--- config.mk ---
export PLATFORM = sky130hd
export DESIGN_NAME = pmp_region_config_checker_unit
export DESIGN_NICKNAME = d
export VERILOG_FILES = /design/src/rtl/core/pmpcc_pkg.sv /design/src/rtl/core/pmpcc_mod_check.sv /design/src/rtl/core/pmp_region_config_checker_unit.sv
export SDC_FILE = /design/constraint.sdc
export NUM_CORES = 1
export LEC_CHECK = 0
export ABC_AREA = 1
export BUFFER_PORTS_ARGS = -buffer_cell sky130_fd_sc_hd__buf_2
export CORE_MARGIN = 2
export CORE_UTILIZATION = 55
export DETAILED_ROUTE_END_ITERATION = 12
export GPL_TIMING_DRIVEN = 0
export PLACE_DENSITY = 0.77
export SLEW_MARGIN = 30
export SYNTH_ARGS = -nofsm -noshare
export SYNTH_HDL_FRONTEND = slang
export SYNTH_HIERARCHICAL = 1
export SYNTH_SLANG_ARGS = --single-unit
--- constraint.sdc ---
create_clock -name clk -period 9.05 [get_ports clk]
set_input_delay 0.4525 -clock clk [delete_from_list [all_inputs] [get_ports clk]]
set_output_delay 0.4525 -clock clk [all_outputs]
set_load 0.02 [all_outputs]
--- src/rtl/core/pmpcc_pkg.sv ---
// ----------------------------------------------------------------------------
// pmpcc_pkg: shared types and constants of the PMP region configuration checker
// Holds the request and response transaction layouts, status and mode codes,
// configuration byte positions and the status word of the remainder unit.
// ----------------------------------------------------------------------------
package pmpcc_pkg;

  localparam int ADDR_BITS = 32;
  localparam int WORD_BITS = 30;

  // Address matching modes.
  localparam logic [1:0] MODE_OFF   = 2'd0;
  localparam logic [1:0] MODE_TOR   = 2'd1;
  localparam logic [1:0] MODE_NA4   = 2'd2;
  localparam logic [1:0] MODE_NAPOT = 2'd3;

  // Result status codes; the first failing check wins.
  localparam logic [2:0] STATUS_OK           = 3'd0;
  localparam logic [2:0] STATUS_NO_SIZE      = 3'd1;
  localparam logic [2:0] STATUS_NO_END       = 3'd2;
  localparam logic [2:0] STATUS_MISALIGNED   = 3'd3;
  localparam logic [2:0] STATUS_BAD_REGION   = 3'd4;
  localparam logic [2:0] STATUS_BELOW_GRAIN  = 3'd5;
  localparam logic [2:0] STATUS_LOCKED       = 3'd6;
  localparam logic [2:0] STATUS_BAD_RW       = 3'd7;

  // Configuration register indexes (byte address 4 * index).
  localparam logic REG_LOCK_BYPASS      = 1'b0;
  localparam logic REG_MACHINE_LOCKDOWN = 1'b1;

  typedef struct packed {
    logic [4:0]           region;
    logic [1:0]           mode;
    logic                 perm_read;
    logic                 perm_write;
    logic                 perm_exec;
    logic                 lock_bit;
    logic                 shared_bit;
    logic [ADDR_BITS-1:0] start_addr;
    logic [ADDR_BITS-1:0] end_addr;
    logic [ADDR_BITS-1:0] size;
  } req_t;

  typedef struct packed {
    logic [2:0]           status;
    logic [7:0]           cfg_byte;
    logic [WORD_BITS-1:0] addr_word;
    logic                 prev_written;
    logic [WORD_BITS-1:0] prev_addr_word;
  } rsp_t;

  typedef struct packed {
    logic done;
    logic rem_zero;
  } div_status_t;

endpackage

--- src/rtl/core/pmpcc_mod_check.sv ---
// ----------------------------------------------------------------------------
// pmpcc_mod_check: bit-serial remainder unit
// Computes dividend modulo divisor by restoring division, one quotient bit
// per cycle, and reports whether the remainder is zero.
// ----------------------------------------------------------------------------
module pmpcc_mod_check import pmpcc_pkg::*; (
  input  logic                 clk,
  input  logic                 rst,
  input  logic                 start,
  input  logic [ADDR_BITS-1:0] dividend,
  input  logic [ADDR_BITS-1:0] divisor,
  output div_status_t          stat
);

  logic [ADDR_BITS-1:0] dvd;
  logic [ADDR_BITS-1:0] dvs;
  logic [ADDR_BITS-1:0] rem;
  logic [5:0]           cnt;
  logic                 done;
  logic [ADDR_BITS:0]   shifted;
  logic [ADDR_BITS:0]   diff;

  // The partial remainder stays below the divisor, so one trial subtract a
  // step keeps it in range.
  always_comb begin
    shifted = {rem, dvd[ADDR_BITS-1]};
    diff    = shifted - {1'b0, dvs};
  end

  always_ff @(posedge clk) begin
    if (rst) begin
      cnt  <= '0;
      done <= 1'b0;
    end else if (start) begin
      cnt  <= 6'(ADDR_BITS);
      done <= 1'b0;
    end else if (cnt != '0) begin
      cnt <= cnt - 6'd1;
      if (cnt == 6'd1) begin
        done <= 1'b1;
      end
    end
  end

  always_ff @(posedge clk) begin
    if (start) begin
      dvd <= dividend;
      dvs <= divisor;
      rem <= '0;
    end else if (cnt != '0) begin
      dvd <= {dvd[ADDR_BITS-2:0], 1'b0};
      rem <= diff[ADDR_BITS] ? shifted[ADDR_BITS-1:0] : diff[ADDR_BITS-1:0];
    end
  end

  always_comb begin
    stat.done     = done;
    stat.rem_zero = (rem == '0);
  end

endmodule

--- src/rtl/core/pmp_region_config_checker_unit.sv ---
// ----------------------------------------------------------------------------
// pmp_region_config_checker_unit: PMP region configuration checker
// Validates region configuration requests, keeps the per-region lock state
// and returns the encoded configuration byte and address words.
// ----------------------------------------------------------------------------
// Usage: a request transaction (req_valid/req_stall, payload req) carries one
// region configuration. The block answers each request with exactly one
// response transaction (rsp_valid/rsp_stall, payload rsp) holding the status,
// the packed configuration byte and the encoded address word(s).
// Timing: a request is taken only while the block is idle. Its response is
// presented once the bit-serial remainder unit that checks power-of-two
// alignment is done, one dividend bit per cycle over 32 bits. The response
// sits in an output register, so the next request is accepted while a
// stalled response still waits; if the receiver keeps stalling, the
// following request completes its checks and then holds until the output
// register frees up.
// Reset (synchronous, active high) clears all lock bits, both control
// registers and the handshake state. Control registers lock_bypass and
// machine_lockdown sit on the APB port at byte addresses 0 and 4.
// ----------------------------------------------------------------------------
module pmp_region_config_checker_unit import pmpcc_pkg::*; #(
  parameter int REGION_COUNT = 16,
  parameter int GRAIN_LOG    = 0
) (
  input  logic        clk,
  input  logic        rst,
  // Request channel
  input  logic        req_valid,
  output logic        req_stall,
  input  req_t        req,
  // Response channel
  output logic        rsp_valid,
  input  logic        rsp_stall,
  output rsp_t        rsp,
  // APB configuration port
  input  logic        psel,
  input  logic        penable,
  input  logic        pwrite,
  input  logic [2:0]  paddr,
  input  logic [31:0] pwdata,
  output logic [31:0] prdata,
  output logic        pready
);

  localparam int IDX_W      = (REGION_COUNT > 1) ? $clog2(REGION_COUNT) : 1;
  localparam int GRAN_SHIFT = GRAIN_LOG + 2;

  typedef enum logic {ST_IDLE, ST_WORK} state_t;

  state_t                  state;
  req_t                    req_q;
  rsp_t                    rsp_next;
  logic [REGION_COUNT-1:0] lock_bits;
  logic                    lock_bypass;
  logic                    machine_lockdown;
  div_status_t             div_stat;
  logic                    req_accept;
  logic                    out_free;
  logic                    finish;
  logic [6:0]              region_ext;
  logic [IDX_W-1:0]        region_idx;
  logic                    region_ok;
  logic                    locked;
  logic [ADDR_BITS-1:0]    extent;
  logic [WORD_BITS-1:0]    napot_s;
  logic [WORD_BITS-1:0]    napot_word;
  logic                    reg_idx;

  // --------------------------------------------------------------------------
  // Configuration port. Writes complete in the access phase; pready is tied
  // high so no access is ever extended by wait states.
  // --------------------------------------------------------------------------
  assign pready  = 1'b1;
  assign reg_idx = paddr[2];

  always_ff @(posedge clk) begin
    if (rst) begin
      lock_bypass      <= 1'b0;
      machine_lockdown <= 1'b0;
    end else if (psel && penable && pwrite) begin
      unique case (reg_idx)
        REG_LOCK_BYPASS:      lock_bypass      <= pwdata[0];
        REG_MACHINE_LOCKDOWN: machine_lockdown <= pwdata[0];
        default: ;
      endcase
    end
  end

  always_comb begin
    unique case (reg_idx)
      REG_LOCK_BYPASS:      prdata = {31'b0, lock_bypass};
      REG_MACHINE_LOCKDOWN: prdata = {31'b0, machine_lockdown};
      default:              prdata = '0;
    endcase
  end

  // --------------------------------------------------------------------------
  // Handshake. A request is taken only in the idle state; the remainder unit
  // starts on the same edge with the start address and size straight from
  // the port.
  // --------------------------------------------------------------------------
  assign req_stall  = (state != ST_IDLE);
  assign req_accept = req_valid && !req_stall;
  assign out_free   = !rsp_valid || !rsp_stall;
  assign finish     = (state == ST_WORK) && div_stat.done && out_free;

  pmpcc_mod_check u_mod_check (
    .clk      (clk),
    .rst      (rst),
    .start    (req_accept),
    .dividend (req.start_addr),
    .divisor  (req.size),
    .stat     (div_stat)
  );

  // --------------------------------------------------------------------------
  // Checks and encoding, evaluated once the alignment remainder is known.
  // --------------------------------------------------------------------------
  always_comb begin
    region_ext = {2'b00, req_q.region};
    region_idx = region_ext[IDX_W-1:0];
    region_ok  = (region_ext < 7'(REGION_COUNT));
    locked     = region_ok && lock_bits[region_idx];

    // Extent of the region in bytes; top of range wraps modulo 2^32.
    unique case (req_q.mode)
      MODE_TOR: extent = req_q.end_addr - req_q.start_addr;
      MODE_NA4: extent = ADDR_BITS'(4);
      default:  extent = req_q.size;
    endcase

    // Power-of-two word: clear the size bit and fill the trailing ones. A size
    // below eight makes the fill wrap to all ones.
    napot_s    = WORD_BITS'(req_q.size >> 3);
    napot_word = (req_q.start_addr[ADDR_BITS-1:2] & ~napot_s) | (napot_s - 1'b1);

    rsp_next = '0;
    priority if (req_q.mode == MODE_NAPOT && req_q.size == '0) begin
      rsp_next.status = STATUS_NO_SIZE;
    end else if (req_q.mode == MODE_TOR && req_q.end_addr == '0) begin
      rsp_next.status = STATUS_NO_END;
    end else if (req_q.mode == MODE_NAPOT && !div_stat.rem_zero) begin
      rsp_next.status = STATUS_MISALIGNED;
    end else if (!region_ok) begin
      rsp_next.status = STATUS_BAD_REGION;
    end else if ((extent >> GRAN_SHIFT) == '0) begin
      rsp_next.status = STATUS_BELOW_GRAIN;
    end else if (locked && !lock_bypass) begin
      rsp_next.status = STATUS_LOCKED;
    end else if (!req_q.perm_read && req_q.perm_write && !machine_lockdown) begin
      rsp_next.status = STATUS_BAD_RW;
    end else begin
      rsp_next.status   = STATUS_OK;
      rsp_next.cfg_byte = {req_q.lock_bit, 1'b0, req_q.shared_bit, req_q.mode,
                           req_q.perm_exec, req_q.perm_write, req_q.perm_read};
      unique case (req_q.mode)
        MODE_TOR: begin
          rsp_next.addr_word = req_q.end_addr[ADDR_BITS-1:2];
          // Region zero has no lower neighbor to carry the start address.
          if (req_q.region != '0) begin
            rsp_next.prev_written   = 1'b1;
            rsp_next.prev_addr_word = req_q.start_addr[ADDR_BITS-1:2];
          end
        end
        MODE_NA4:   rsp_next.addr_word = req_q.start_addr[ADDR_BITS-1:2];
        MODE_NAPOT: rsp_next.addr_word = napot_word;
        default:    rsp_next.addr_word = '0;
      endcase
    end
  end

  // --------------------------------------------------------------------------
  // State, response valid and the per-region lock bits. A successful write
  // stores the requested lock bit, which later requests to the region see.
  // --------------------------------------------------------------------------
  always_ff @(posedge clk) begin
    if (rst) begin
      state     <= ST_IDLE;
      rsp_valid <= 1'b0;
      lock_bits <= '0;
    end else begin
      // A new response may enter the output register at the same edge the
      // previous one leaves it, so valid then simply stays high.
      if (finish) begin
        rsp_valid <= 1'b1;
      end else if (rsp_valid && !rsp_stall) begin
        rsp_valid <= 1'b0;
      end
      unique case (state)
        ST_IDLE: begin
          if (req_accept) begin
            state <= ST_WORK;
          end
        end
        ST_WORK: begin
          if (finish) begin
            state <= ST_IDLE;
            if (rsp_next.status == STATUS_OK) begin
              lock_bits[region_idx] <= req_q.lock_bit;
            end
          end
        end
        default: state <= ST_IDLE;
      endcase
    end
  end

  always_ff @(posedge clk) begin
    if (req_accept) begin
      req_q <= req;
    end
    if (finish) begin
      rsp <= rsp_next;
    end
  end

`ifndef NO_ASSERTIONS
  // The remainder unit restarts on every accepted request.
  a_div_restart: assert property (@(posedge clk) disable iff (rst)
    req_accept |=> !div_stat.done)
    else $error("remainder unit did not restart on a new request");

  // A response only appears as the work state completes.
  a_rsp_from_work: assert property (@(posedge clk) disable iff (rst)
    $rose(rsp_valid) |-> $past(state == ST_WORK) && state == ST_IDLE)
    else $error("response raised outside completion of a request");

  // A rejected request carries an all-zero payload.
  a_reject_zero: assert property (@(posedge clk) disable iff (rst)
    rsp_valid && rsp.status != STATUS_OK |->
      rsp.cfg_byte == '0 && rsp.addr_word == '0 && !rsp.prev_written &&
      rsp.prev_addr_word == '0)
    else $error("rejected response with nonzero payload");

  // The neighbor word is only written by an accepted top-of-range request.
  a_prev_tor: assert property (@(posedge clk) disable iff (rst)
    rsp_valid && rsp.prev_written |->
      rsp.status == STATUS_OK && rsp.cfg_byte[4:3] == MODE_TOR)
    else $error("previous address word written outside top of range");
`endif

endmodule
[Yosys cells after proc, flatten, opt, wreduce, memory -nomap -nowiden]
Index checks and enable logic that the tools add are counted.
Operators by class
  bitwise operators: 8
  shifts and indexed selects: 0
  $add $sub $neg: 4
  div/mod/pow operators: 0
  muxes and demuxes: 26
  reductions and logical operators: 40
  eq/ne operators: 4
  multipliers: 0
  magnitude comparators: 3
Operators by type and width (number)
  $logic_not 32->1: 4
  $pmux 32 s2: 2
  $mux 32: 3
  $pmux 30 s3: 1
  $sub 33x32->33: 1
  $sub 32x32->32: 1
  $mux 31: 1
  $and 30x30->30: 1
  $not 29->30: 1
  $or 30x30->30: 1
  $sub 29x1->30 const B: 1
  $mux 3: 7
  $bwmux 16: 1
  $logic_and 1x1->1: 14
  $mux 6: 2
  $reduce_or 9->1: 1
  $reduce_or 8->1: 1
  $logic_not 1->1: 7
  $reduce_or 7->1: 1
  $eq 6x1->1 const B: 1
  $mux 1: 6
  $reduce_and 2->1: 3
  $reduce_bool 6->1: 1
  $reduce_or 6->1: 1
  other kinds (16): 22
Word-level totals
  memory bits (read-only): 0
  input bits: 150
  logic and storage cells: 111
  bits in registers: 271
  memories: 0
  latch bits: 0
  RAM bits: 0
  output and inout bits: 107

[Depth between registers and ports, before layout]
  word-level depth: 12
  gate-level depth with buffers: 24
  depth with buffers taken out: 24

[Cells and area by module]
Netlist, hierarchy kept.
Modules (own cells, without submodules)
  pmp_region_config_checker_unit: sequential area each 5775.5 µm², area each 11466.0 µm², cells an instance 1371, instances 1
  pmpcc_mod_check: sequential area each 2702.6 µm², area each 7206.9 µm², cells an instance 1084, instances 1

[Worst setup path before layout]
Ideal clock, no wire load.
  kind: input port to flip-flop
  from: input req_valid
  to: register u_mod_check.dvd[0], enable pin
  stages on the path: 6
  setup time: 0.389 ns
  path buffers: 2
  setup slack: 0.687 ns
  data required time: 8.661 ns
  arrival time: 7.974 ns
  cells stage by stage: inv_1 -> nor2_1 -> clkbuf_1 -> clkinv_1 -> clkbuf_1 -> nand2_1
Between the ends
  cells in the longest elaborated chain, start to end: 2
Ends and longest elaborated chain
  start: declaration: line pmp_region_config_checker_unit.sv:28  | input logic req_valid,
  $logic_and 1x1->1: line pmp_region_config_checker_unit.sv:103  | assign req_accept = req_valid && !req_stall;
  named net req_accept: line pmp_region_config_checker_unit.sv:57  | logic req_accept;
  $reduce_bool 2->1 (no line)
  end signal: assignment: line pmpcc_mod_check.sv:47  | dvd <= dividend;
  end signal: assignment: line pmpcc_mod_check.sv:51  | dvd <= {dvd[ADDR_BITS-2:0], 1'b0};
  end: declaration: line pmpcc_mod_check.sv:15  | logic [ADDR_BITS-1:0] dvd;
The timed path passes the listed nets, and every way through them passes these cells.
A chain may end at the register's enable or synchronous reset.

[Final worst setup path]
  from: register req_q[34] (netlist name)
  to: register rsp[57] (netlist name) (data pin)
Between the ends
  cells in the longest elaborated chain, start to end: 4
  elaborated cells between the ends (all ways): 6
Ends and longest elaborated chain
  start: declaration: line pmp_region_config_checker_unit.sv:51  | req_t req_q;
  start signal: assignment: line pmp_region_config_checker_unit.sv:210  | req_q <= req;
  $sub 32x32->32: line pmp_region_config_checker_unit.sv:127  | MODE_TOR: extent = req_q.end_addr - req_q.start_addr;
  $pmux 32 s2: line pmp_region_config_checker_unit.sv:126  | unique case (req_q.mode)
  $logic_not 32->1: line pmp_region_config_checker_unit.sv:146  | end else if ((extent >> GRAN_SHIFT) == '0) begin
  $reduce_or 7->1 (no line) *
  end signal: assignment: line pmp_region_config_checker_unit.sv:213  | rsp <= rsp_next;
  end: declaration: line pmp_region_config_checker_unit.sv:34  | output rsp_t rsp,
Mark *: on every way between the ends. The rest lies on a longest branch, timed or not.

==> summary.txt <==
Status
  • Outcome: finished, final reports clean

Floorplan
  • Die span in x: between 150 and 200 um
  • Initial core utilization: a little under three fifths
  • Die Y: ~190 um
  • Full die area: 35440 um2
  • I/O pins: between 200 and 300
  • Core Region: between 30000 and 40000 um2
  • Row Count: between 60 and 70

Synth
  • Synth unique cells: between 50 and 60
  • Synth Register Bits: 302
  • Most used DFF post-synth: edfxtp_1
  • Avg Inst Size Synth: ~7.6 um2
  • Post-synthesis sequential area ratio: a little under half
  • Largest family of logic cells by synthesized area: simple AND/OR/NAND/NOR gates
  • Synth warnings: 6
  • Synth Cell Area: between 15000 and 20000 um2
  • Mux cell area share after synthesis: 0%
  • Post-synth ARST share: 0%
  • Compound-Gate Fraction of Synth Area: under 10%
  • Syn Inst Count: about 2500
  • Post-Synth Adder-Cell Area: under 10%
  • Post-Synth XOR/XNOR Area: less than 1%
  • Synth Area in Simple Gates: a little under a third
  • Post-synth EDFFs: approximately 240

Worst setup path
  • Startpoint type of the worst setup path: register
  • Crit path max fanout: 10
  • Crit-path cells: ha_1, nand2_1, nand2_1, inv_1, nand2_2, nand2_1, nand2_1, nand2_1, nand3_1, nand2_1, nor2_1, nand3_1, nor2_1, nor2_1, nor2_1, nand2_4, nand3_4, or2_4, buf_2, nor2_1
  • Crit. End Element: register
  • CP Data Arrival Time: 3.80 ns
  • CP required: 9.30 ns
  • Critical path class: reg -> reg
  • Slowest stage delay, CP: roughly 0.47 ns
  • Slowest stage cell, crit path: edfxtp_1
  • CP most frequent cell: nand2_1

Global route
  • First-pass GRT wire length: 83.76 mm
  • GRT Overall Usage: a little under a third
  • Initial antenna violation count: 6
  • Global route total overflow: 0
  • Largest net degree at the start of global routing: 33
  • Vias in the first global route: between 15000 and 20000

Clocking
  • Cts hold-fix bufs: 0
  • Depth of the CTS H-tree: 2
  • Postcts setup bufs: 0
  • Num CTS Buffers: 34
  • Post-CTS sizing: 0
  • Max clock buf depth: 3
  • Clk sinks: about 300
  • Clock transition at the registers of the reported paths: around 0.060 ns
  • Clk_lat worst skew: around 0.53 ns
  • Clk root buf: clkbuf_16
  • CTS tree: built

STA
  • Final Setup Violations: 0
  • Slew Viols, Final: 0
  • Setup WS post-layout: 5.493 ns
  • Fin Clk Skew: roughly 0.018 ns
  • Final hold violation count: 0
  • Worst-margin pin slew: 0.7537 ns
  • Final period util: around two fifths
  • FMAX: around 280 MHz
  • RSZ-0062 raised after global routing: no
  • Slew margin rel.: between 40% and 50%
  • Crit path time final: between 3 and 4 ns

Finish
  • Area grow syn2layout: 16.11%
  • Storage element area: roughly 8500 um2
  • Commonest non-fill, non-tap cell in the layout: nand2_1
  • Commonest non-fill, non-tap cells in the layout: 754 x nand2_1, 432 x inv_1, 297 x nor2_1
  • Number of fillers in the final layout: roughly 3000
  • NumNets Final: ~2900
  • Post-Route Utilization: 64.82%
  • Layout cell share with drive strength beyond 1: between 10% and 20%
  • Multi-input gate area: about 8000 um2

Place
  • Port buffer count: 190
  • GP Congestion: roughly 0.97
  • DP HPWL: approximately 44 mm
  • Setup WS pre-CTS: approximately 5.4 ns

Power and ir drop
  • Pwr dens: around 240 nW/um2
  • Worst IR drop on VDD: ~0.22 mV
  • Pleak: 0.01073 uW

Flow run
  • Maxcap violations: 0

Route
  • DRT antenna net count: 0
  • Via count: 16730
  • Drt initial violations: between 1000 and 1500
  • Vias per cell: about 5.2
  • WL final: 54.51 mm
  • DRT Pass-1 Iters: 6
  • Drt wl/cell: ~17 um
  • Drc violations: 0

Hold path
  • Hold Crit Class: in -> reg
==> sequential cells by signal, indices dropped and copies added (netlist names) <==
register	cells
u_mod_check/cnt	6
u_mod_check/dvs	32
lock_bits	16
u_mod_check/rem	32
machine_lockdown	1
req_q	74
rsp_valid	1
u_mod_check/dvd	32
region_ext	5
lock_bypass	1
req_stall	1
napot_s	29
u_mod_check/done	1
rsp	71
==> critical path, delay by kind of cell, from the launching register on <==
kind,cells,cell delay [ns]
AND/OR/NAND/NOR,17,2.10
flip-flops,1,0.47
adder cells (fa/ha/maj),1,0.40
buffers and inverters,2,0.29
==> cell families after synthesis <==
logic type / after synthesis
compound gates: 177
xor+xnor: 17
fa+ha+maj: 71
buf+inv: 526
flops: 302
other cells: 2
simple gates: 1360
==> cells in the mapped netlist, types with 15 or more instances <==
cell	n	area share [%]
nor3_1	26	0.70
a221oi_1	16	0.75
ha_1	70	4.7
inv_2	17	0.34
nand4_1	22	0.74
nor4_1	15	0.50
nand2_2	28	0.94
edfxtp_1	243	39
buf_4	36	1.4
a21oi_1	70	1.9
o21ai_0	35	0.94
dfxtp_1	59	6.3
inv_1	432	8.7
nand2_1	755	15
nor2_1	298	6.0
clkbuf_1	26	0.52
nand3_1	164	4.4
==> layout make-up <==
class | instances | area share [%]
multi-input combinational | 1658 | 37.70
sequential | 302 | 39.10
timing repair buffer | 200 | 5.598
antenna | 5 | 0.05771
inverter | 450 | 7.790
clock inverter | 16 | 0.5482
tap | 448 | 2.585
clock buffer | 45 | 4.455
buffer | 76 | 2.164
==> power breakdown <==
| part | switching [uW] | leakage (uW) | internal (uW) |
|---|---|---|---|
| combinational | 1380 | 0.00740 | 692 |
| clock | 552 | 0.000523 | 784 |
| sequential | 150 | 0.00281 | 1750 |
==> per-layer routing <==
layer  vias up  global-route usage [%]  wire (um)
li1       8290                       -          -
met1      7647                   38.61      22100
met2       669                   52.27      26310
met3       125                   3.986       3767
met4         2                   14.14       2318
met5         -                       0         12
==> stage by stage <==
stage | hold slack [ns] | cells | power, uW | TNS, ns | cell area [um2]
6_report | 0.09714 | 3200 | 5308 | 0 | 21680
5_1_grt | 0.08773 | 3200 | 5652 | 0 | 21680
4_1_cts | 0.08154 | 3195 | 5301 | 0 | 21670
3_5_place_dp | 0.4532 | 3134 | 3955 | 0 | 20580
3_3_place_gp | 0.4483 | 3124 | 3904 | -319.95 | 20300
2_1_floorplan | 0.4380 | 2486 | 3402 | 0 | 18790
==> final timing paths <==
path | cells past startpoint | startpoint | slack [ns] | to
max reg2reg | 20 | req_q[34]$_DFFE_PP_ | 5.49 | rsp[57]$_SDFFCE_PP0P_
max | 20 | req_q[34]$_DFFE_PP_ | 5.49 | rsp[57]$_SDFFCE_PP0P_
min | 1 | req[52] | 0.1 | req_q[52]$_DFFE_PP_
min reg2reg | 2 | u_mod_check/done$_SDFFE_PP0P_ | 0.46 | u_mod_check/done$_SDFFE_PP0P_
No activity file was read; power rests on OpenSTA's default activity.
